<file path="src/hdl/efr_pkg.sv">
// Shared types, codes and byte constants for the escaped frame receiver.
`timescale 1ns / 1ps
`default_nettype none
package efr_pkg;

  localparam int unsigned CfgIdxW = 2;

  localparam logic [CfgIdxW-1:0] CFG_DEBUG_CODE = 2'd0;
  localparam logic [CfgIdxW-1:0] CFG_PASS_DEBUG = 2'd1;

  localparam logic [7:0] BYTE_START  = 8'hF0;
  localparam logic [7:0] BYTE_ESCAPE = 8'hF1;
  localparam logic [7:0] BYTE_ACK    = 8'hF2;
  localparam logic [7:0] BYTE_ERR_LO = 8'hF3;
  localparam logic [7:0] BYTE_RESEND = 8'hFF;
  localparam logic [7:0] ESC_MASK    = 8'h80;

  localparam logic [2:0] KIND_BODY   = 3'd0;
  localparam logic [2:0] KIND_ACK    = 3'd1;
  localparam logic [2:0] KIND_ERROR  = 3'd2;
  localparam logic [2:0] KIND_RESEND = 3'd3;
  localparam logic [2:0] KIND_STRAY  = 3'd4;

  localparam logic [1:0] REPLY_NONE = 2'd0;
  localparam logic [1:0] REPLY_ACK  = 2'd1;
  localparam logic [1:0] REPLY_NACK = 2'd2;

  typedef enum logic [1:0] {
    PH_IDLE   = 2'd0,
    PH_LEN_HI = 2'd1,
    PH_LEN_LO = 2'd2,
    PH_BODY   = 2'd3
  } phase_t;

  typedef struct packed {
    phase_t      phase;
    logic        esc;
    logic [15:0] len;
    logic [15:0] cnt;
    logic        dbg;
  } rx_state_t;

  typedef struct packed {
    logic [2:0]  kind;
    logic [7:0]  data_byte;
    logic        is_last;
    logic        is_debug;
    logic [15:0] body_length;
    logic [1:0]  reply;
  } rx_result_t;

  localparam rx_state_t RX_CLEAR = '{phase: PH_IDLE, esc: 1'b0, len: 16'd0, cnt: 16'd0,
                                      dbg: 1'b0};
  localparam rx_state_t RX_OPEN  = '{phase: PH_LEN_HI, esc: 1'b0, len: 16'd0, cnt: 16'd0,
                                      dbg: 1'b0};

endpackage
`default_nettype wire

</file>
<file path="src/hdl/efr_decode.sv">
// Per-byte decode: next receive state and the optional result for one byte.
`timescale 1ns / 1ps
`default_nettype none
module efr_decode (
  input  efr_pkg::rx_state_t  state_i,
  input  logic                cmd_i,
  input  logic [7:0]          byte_i,
  input  logic [7:0]          debug_code_i,
  input  logic                pass_debug_i,
  output efr_pkg::rx_state_t  state_nxt_o,
  output logic                res_valid_o,
  output efr_pkg::rx_result_t res_o
);

  always_comb begin
    logic [7:0]  b;
    logic [15:0] cnt_inc;
    logic        last;
    logic        dbg_n;
    b           = byte_i;
    cnt_inc     = state_i.cnt + 16'd1;
    last        = 1'b0;
    dbg_n       = state_i.dbg;
    state_nxt_o = state_i;
    res_valid_o = 1'b0;
    res_o       = '{kind: efr_pkg::KIND_BODY, data_byte: byte_i, is_last: 1'b0,
                    is_debug: 1'b0, body_length: 16'd0, reply: efr_pkg::REPLY_NONE};
    priority if (cmd_i) begin
      state_nxt_o = efr_pkg::RX_CLEAR;
    end else if (state_i.phase == efr_pkg::PH_IDLE) begin
      res_valid_o = 1'b1;
      priority if (byte_i == efr_pkg::BYTE_START) begin
        res_valid_o = 1'b0;
        state_nxt_o = efr_pkg::RX_OPEN;
      end else if (byte_i == efr_pkg::BYTE_ACK) begin
        res_o.kind = efr_pkg::KIND_ACK;
      end else if (byte_i == efr_pkg::BYTE_RESEND) begin
        res_o.kind = efr_pkg::KIND_RESEND;
      end else if (byte_i >= efr_pkg::BYTE_ERR_LO) begin
        res_o.kind = efr_pkg::KIND_ERROR;
      end else begin
        res_o.kind  = efr_pkg::KIND_STRAY;
        res_o.reply = efr_pkg::REPLY_NACK;
      end
    end else if (byte_i == efr_pkg::BYTE_START) begin
      state_nxt_o = efr_pkg::RX_OPEN;
    end else if (state_i.phase == efr_pkg::PH_BODY && state_i.len == 16'd0) begin
      state_nxt_o = state_i;
    end else if (!state_i.esc && byte_i == efr_pkg::BYTE_ESCAPE) begin
      state_nxt_o.esc = 1'b1;
    end else begin
      if (state_i.esc) begin
        b = byte_i | efr_pkg::ESC_MASK;
      end
      state_nxt_o.esc = 1'b0;
      unique case (state_i.phase)
        efr_pkg::PH_LEN_HI: begin
          state_nxt_o.len   = {b, 8'd0};
          state_nxt_o.phase = efr_pkg::PH_LEN_LO;
        end
        efr_pkg::PH_LEN_LO: begin
          state_nxt_o.len   = {state_i.len[15:8], state_i.len[7:0] | b};
          state_nxt_o.cnt   = 16'd0;
          state_nxt_o.phase = efr_pkg::PH_BODY;
        end
        default: begin
          if (state_i.cnt == 16'd0) begin
            dbg_n = (b == debug_code_i);
          end
          last            = (cnt_inc == state_i.len);
          state_nxt_o.cnt = cnt_inc;
          state_nxt_o.dbg = dbg_n;
          if (last) begin
            state_nxt_o = efr_pkg::RX_CLEAR;
          end
          res_o.is_last     = last;
          res_o.is_debug    = dbg_n;
          res_o.body_length = state_i.len;
          res_o.reply       = last ? efr_pkg::REPLY_ACK : efr_pkg::REPLY_NONE;
          if (dbg_n && !pass_debug_i) begin
            res_valid_o     = last;
            res_o.data_byte = 8'd0;
          end else begin
            res_valid_o     = 1'b1;
            res_o.data_byte = b;
          end
        end
      endcase
    end
  end

endmodule
`default_nettype wire

</file>
<file path="src/hdl/efr_out_reg.sv">
// Result register that holds one transfer until the consumer takes it.
`timescale 1ns / 1ps
`default_nettype none
module efr_out_reg (
  input  logic                clk,
  input  logic                rst_n,
  input  logic                load_i,
  input  efr_pkg::rx_result_t res_i,
  output logic                free_o,
  input  logic                out_stall,
  output logic                out_valid,
  output efr_pkg::rx_result_t out_res_o
);

  logic                valid_r;
  logic                valid_nxt;
  efr_pkg::rx_result_t res_r;

  assign free_o    = !valid_r || !out_stall;
  assign valid_nxt = load_i || (valid_r && out_stall);

  always_ff @(posedge clk) begin
    if (!rst_n) begin
      valid_r <= 1'b0;
    end else begin
      valid_r <= valid_nxt;
    end
    if (load_i) begin
      res_r <= res_i;
    end
  end

  assign out_valid = valid_r;
  assign out_res_o = res_r;

endmodule
`default_nettype wire

</file>
<file path="src/hdl/escaped_frame_receiver_core.sv">
// Top level of the escaped, length-prefixed frame receiver.
`timescale 1ns / 1ps
`default_nettype none
// Takes one received byte per transfer and accepts a new one every clock cycle unless
// in_stall is high. A byte is captured in the input register and decoded against the
// receive state in the next cycle; its result, if any, is loaded into the result register
// when that is free, and it is held there until the consumer takes it. The result
// register is the only buffer on the output side, so a stalled result stalls the input
// only when the input register holds a byte that gives a result.
// Registers (debug frame code, pass debug) are written through the cfg_ port, which
// is always ready; write them only while no byte is in flight.
module escaped_frame_receiver_core (
  input  logic                          clk,
  input  logic                          rst_n,
  input  logic                          in_valid,
  output logic                          in_stall,
  input  logic                          in_cmd,
  input  logic [7:0]                    in_rx_byte,
  output logic                          out_valid,
  input  logic                          out_stall,
  output logic [2:0]                    out_kind,
  output logic [7:0]                    out_data_byte,
  output logic                          out_is_last,
  output logic                          out_is_debug,
  output logic [15:0]                   out_body_length,
  output logic [1:0]                    out_reply,
  input  logic                          cfg_valid,
  output logic                          cfg_ready,
  input  logic [efr_pkg::CfgIdxW-1:0]   cfg_index,
  input  logic [7:0]                    cfg_data
);

  logic                in_valid_r;
  logic                in_cmd_r;
  logic [7:0]          in_byte_r;
  logic [7:0]          debug_code_r;
  logic                pass_debug_r;
  efr_pkg::rx_state_t  state_r;
  efr_pkg::rx_state_t  state_nxt;
  logic                res_valid;
  efr_pkg::rx_result_t res;
  efr_pkg::rx_result_t out_res;
  logic                out_free;
  logic                advance;

  assign cfg_ready = 1'b1;
  assign advance   = in_valid_r && (!res_valid || out_free);
  assign in_stall  = in_valid_r && !advance;

  efr_decode u_decode (
    .state_i      (state_r),
    .cmd_i        (in_cmd_r),
    .byte_i       (in_byte_r),
    .debug_code_i (debug_code_r),
    .pass_debug_i (pass_debug_r),
    .state_nxt_o  (state_nxt),
    .res_valid_o  (res_valid),
    .res_o        (res)
  );

  efr_out_reg u_out (
    .clk       (clk),
    .rst_n     (rst_n),
    .load_i    (advance && res_valid),
    .res_i     (res),
    .free_o    (out_free),
    .out_stall (out_stall),
    .out_valid (out_valid),
    .out_res_o (out_res)
  );

  always_ff @(posedge clk) begin
    if (!rst_n) begin
      in_valid_r   <= 1'b0;
      state_r      <= efr_pkg::RX_CLEAR;
      debug_code_r <= 8'd0;
      pass_debug_r <= 1'b0;
    end else begin
      if (!in_stall) begin
        in_valid_r <= in_valid;
      end
      if (advance) begin
        state_r <= state_nxt;
      end
      if (cfg_valid && cfg_ready) begin
        if (cfg_index == efr_pkg::CFG_DEBUG_CODE) begin
          debug_code_r <= cfg_data;
        end else if (cfg_index == efr_pkg::CFG_PASS_DEBUG) begin
          pass_debug_r <= cfg_data[0];
        end
      end
    end
    if (in_valid && !in_stall) begin
      in_cmd_r  <= in_cmd;
      in_byte_r <= in_rx_byte;
    end
  end

  assign out_kind        = out_res.kind;
  assign out_data_byte   = out_res.data_byte;
  assign out_is_last     = out_res.is_last;
  assign out_is_debug    = out_res.is_debug;
  assign out_body_length = out_res.body_length;
  assign out_reply       = out_res.reply;

endmodule
`default_nettype wire

</file>
<file path="config.mk">
export PLATFORM = sky130hd
export DESIGN_NAME = escaped_frame_receiver_core
export DESIGN_NICKNAME = d
export VERILOG_FILES = /design/src/hdl/efr_pkg.sv /design/src/hdl/efr_decode.sv /design/src/hdl/efr_out_reg.sv /design/src/hdl/escaped_frame_receiver_core.sv
export SDC_FILE = /design/constraint.sdc
export NUM_CORES = 1
export LEC_CHECK = 0
export BUFFER_PORTS_ARGS = -buffer_cell sky130_fd_sc_hd__clkbuf_2
export CAP_MARGIN = 25
export CORE_AREA = 2 2 96 98
export DETAILED_ROUTE_END_ITERATION = 8
export DIE_AREA = 0 0 98 100
export MAX_ROUTING_LAYER = met4
export PLACE_DENSITY = 0.84
export SYNTH_ARGS = -nofsm -noshare
export SYNTH_HDL_FRONTEND = slang
export SYNTH_SLANG_ARGS = --single-unit
</file>
<file path="constraint.sdc">
create_clock -name clk -period 11.7 [get_ports clk]
set_clock_uncertainty 0.2 [all_clocks]
set_input_delay 1.755 -clock clk [delete_from_list [all_inputs] [get_ports clk]]
set_output_delay 1.755 -clock clk [all_outputs]
set_load 0.02 [all_outputs]
</file>
==> flow_summary_export.csv <==
group,metric,value,unit
worst_setup_path,path_delay_family,"simple AND/OR/NAND/NOR gates",
yosys,synth_adder_area_share,1.59,%
yosys,avgSynthCellArea,9.52,um^2
timing,setup_viol,0,
finish,nNetsFinal,555,
clock_tree,cts_made_buffers,9,
finish,diodes,0,
timing,period_share,50.0,%
worst_setup_path,path_common_cell,"nor4_2",
worst_setup_path,crit_fanout,13,
yosys,synthArstFlopShare,0,%
clock_tree,postCtsSetupRepairBufs,0,
clock_tree,cts_tree,"built",
finish,seq_area,2140,um^2
yosys,synth_top_family_by_area,"simple AND/OR/NAND/NOR gates",
clock_tree,cts_sinks,87,
clock_tree,clockRootBuffer,"clkbuf_8",
finish,nFillCells,804,
route,drcViolationCount,0,
run,cap_violations,0,
timing,max_freq,171,MHz
route,vias,4027,
timing,tns,0,ns
finish,multi_input_area,2330,um^2
clock_tree,holdBufCountCts,0,
placement,portBuffers,56,
global_route,grtUsageTotal,25.5,%
clock_tree,ctsHtreeMaxLevel,3,
yosys,synth_fp_nets,527,
route,wirelength,11800,um
timing,rsz0062_at_grt,"no",
global_route,grt_pass1_vias,3665,
yosys,yosys_register_bits,87,
timing,period_needed,5.85,ns
finish,final_common_cell,"clkbuf_2",
yosys,synth_warnings,0,
die,core,8890,um^2
worst_setup_path,startpoint_type,"flop",
yosys,yosys.area_share.simple,26.1,%
global_route,grt_max_degree,46,
yosys,seq_area_frac_synth,45.3,%
worst_setup_path,path_cells,"nand3_1 -> nor4_2 -> o32ai_1 -> or2_2 -> nor4_2 -> a21oi_1 -> nor3b_1 -> clkbuf_2",
die,boundaryPins,58,
yosys,synthMuxAreaShare,2.33,%
worst_setup_path,crit_required,9.75,ns
clock_tree,path_clk_slew,0.09,ns
power_and_ir_drop,power_leakage,1.95,nW
yosys,netlist-cell-type-count,63,
timing,timing.final.max_slew_violations,0,
run_status,status,"finished clean",
route,wl_per_cell,18.3,um
die,initial_core_util,53.2,%
placement,pre_cts_ws,6.24,ns
die,die_h,100,um
timing,timing.final.hold_violations,0,
clock_tree,cts_buffer_depth,2,
yosys,synthCells,497,
worst_setup_path,worst_setup_path_end_kind,"output pin",
worst_setup_path,worst-path-buf-inv,1,
yosys,synth-main-ff-cell,"dfxtp_1",
die,rows,35,
yosys,synth_xor_area_share,5.18,%
worst_hold_path,hp-class,"flop to flop",
yosys,syn_area,4730,um^2
yosys,synth_edf_count,40,
clock_tree,ctsResizeCount,0,
finish,final_cell_mix,"clkbuf_2, dfxtp_1, edfxtp_1, nor2_1",
global_route,grt_pass1_wl,19200,um
global_route,grt_overflow_total,0,
die,die_w,98,um
worst_setup_path,critPathKind,"flop to output pin",
worst_setup_path,worstPathArrival,3.90,ns
timing,hold_ws,0.274,ns
yosys,synth_compound_area_share,13.8,%
finish,drive_gt1_share,17.2,%
timing,slew_headroom,37.9,%
finish,areaGrowthSynthToFinish,9.44,%
placement,dp.final_hpwl,8560,um
power_and_ir_drop,vdd_drop_max,0.0000800,V
route,drt_first_pass_iters,5,
timing,setup_slack,5.85,ns
worst_setup_path,slowest_stage,"nor4_2",
power_and_ir_drop,power_density,115,nW/um^2
die,dieArea,9800,um^2
route,ant_nets,0,
route,drtIter0Drc,346,
placement,place_congestion,0.972,
worst_setup_path,slowest_delay,0.65,ns
timing,tightest_slew,0.931,ns
clock_tree,clk_latency,0.37,ns
global_route,grt_antenna_before_repair,0,
route,viasPerCell,6.28,
## final timing paths
| kind | slack (ns) | from | endpoint | depth (start not counted) |
|---|---|---|---|---|
| worst max-delay path | 5.85 | state_r[5]$_SDFFE_PN0P_ | in_stall | 8 |
| worst min-delay path | 0.27 | state_r[0]$_SDFFE_PN0P_ | state_r[0]$_SDFFE_PN0P_ | 2 |
| worst max register to register | 7.57 | state_r[1]$_SDFFE_PN0P_ | state_r[6]$_SDFFE_PN0P_ | 9 |
| worst min register to register | 0.27 | state_r[0]$_SDFFE_PN0P_ | state_r[0]$_SDFFE_PN0P_ | 2 |
## flip-flops by register name, summed over array words and instances (netlist names)
signal / count
debug_code_r: 8
in_byte_r: 8
in_cmd_r: 1
in_valid_r: 1
pass_debug_r: 1
state_r: 36
u_out.out_res_o: 31
u_out.out_valid: 1
## per-layer routing
layer / wire length [um] / vias to the layer above / track usage [%]
met1: 5340 / 1939 / 34.8
li1: - / 1897 / -
met3: 785 / 17 / 3.41
met2: 5390 / 174 / 38.9
met5: 0 / - / -
met4: 252 / 0 / 10.1
## report_power, final
group / switching (mW) / internal (mW) / total [mW] / leakage [nW]
registers: 0.00734 / 0.324 / 0.332 / 0.760
clock network: 0.117 / 0.103 / 0.219 / 0.103
logic: 0.0285 / 0.0154 / 0.0439 / 1.09
## stage by stage
step                cell area [um^2]  cells  power, mW  utilization, %
floorplan                       4730    497      0.368               -
global placement                4980    625      0.381            56.0
detailed placement              4980    625      0.382            56.0
CTS                             5180    641      0.599            58.3
global route                    5180    641      0.615            58.3
finish                          5180    641      0.595            58.3
## final cells by class
class | count | share of cell area [%]
Multi-Input combinational cell | 352 | 45.0
Sequential cell | 87 | 41.4
Timing Repair Buffer | 59 | 5.85
Tap cell | 111 | 2.68
Clock buffer | 10 | 2.46
Clock inverter | 6 | 1.47
Inverter | 16 | 1.16
## synthesized netlist by cell type, types with 15 or more instances
cell | n | area (um^2)
nor2_1 | 34 | 128
edfxtp_1 | 40 | 1200
and2_1 | 17 | 106
xnor2_1 | 15 | 131
dfxtp_1 | 47 | 941
inv_1 | 16 | 60.1
nand2_1 | 25 | 93.8
nor3_1 | 15 | 75.1
nand4_1 | 16 | 100
nand3_1 | 25 | 125
and3_1 | 16 | 100
clkbuf_1 | 20 | 75.1
## cells by family (layout without fill, tap and decap cells)
group / count (synthesis) / count (layout)
multiplexers: 11 / 11
AND/OR/NAND/NOR: 215 / 215
adder cells (fa/ha/maj): 6 / 6
buffers and inverters: 58 / 91
flip-flops: 87 / 87
AO/OA/AOI/OAI: 91 / 91
XOR/XNOR: 28 / 28
other: 1 / 1
## worst reg2reg max path: stages (launching register included)
cell      delay, ns
dfxtp_1        0.49
ha_1           0.28
nand3_1        0.30
nor3_1         0.47
xnor2_1        0.16
a2111o_1       0.35
or4b_4         0.60
nand4_2        0.38
nand2b_1       0.58
o211ai_1       0.18
Power figures use the tool's default switching activity.
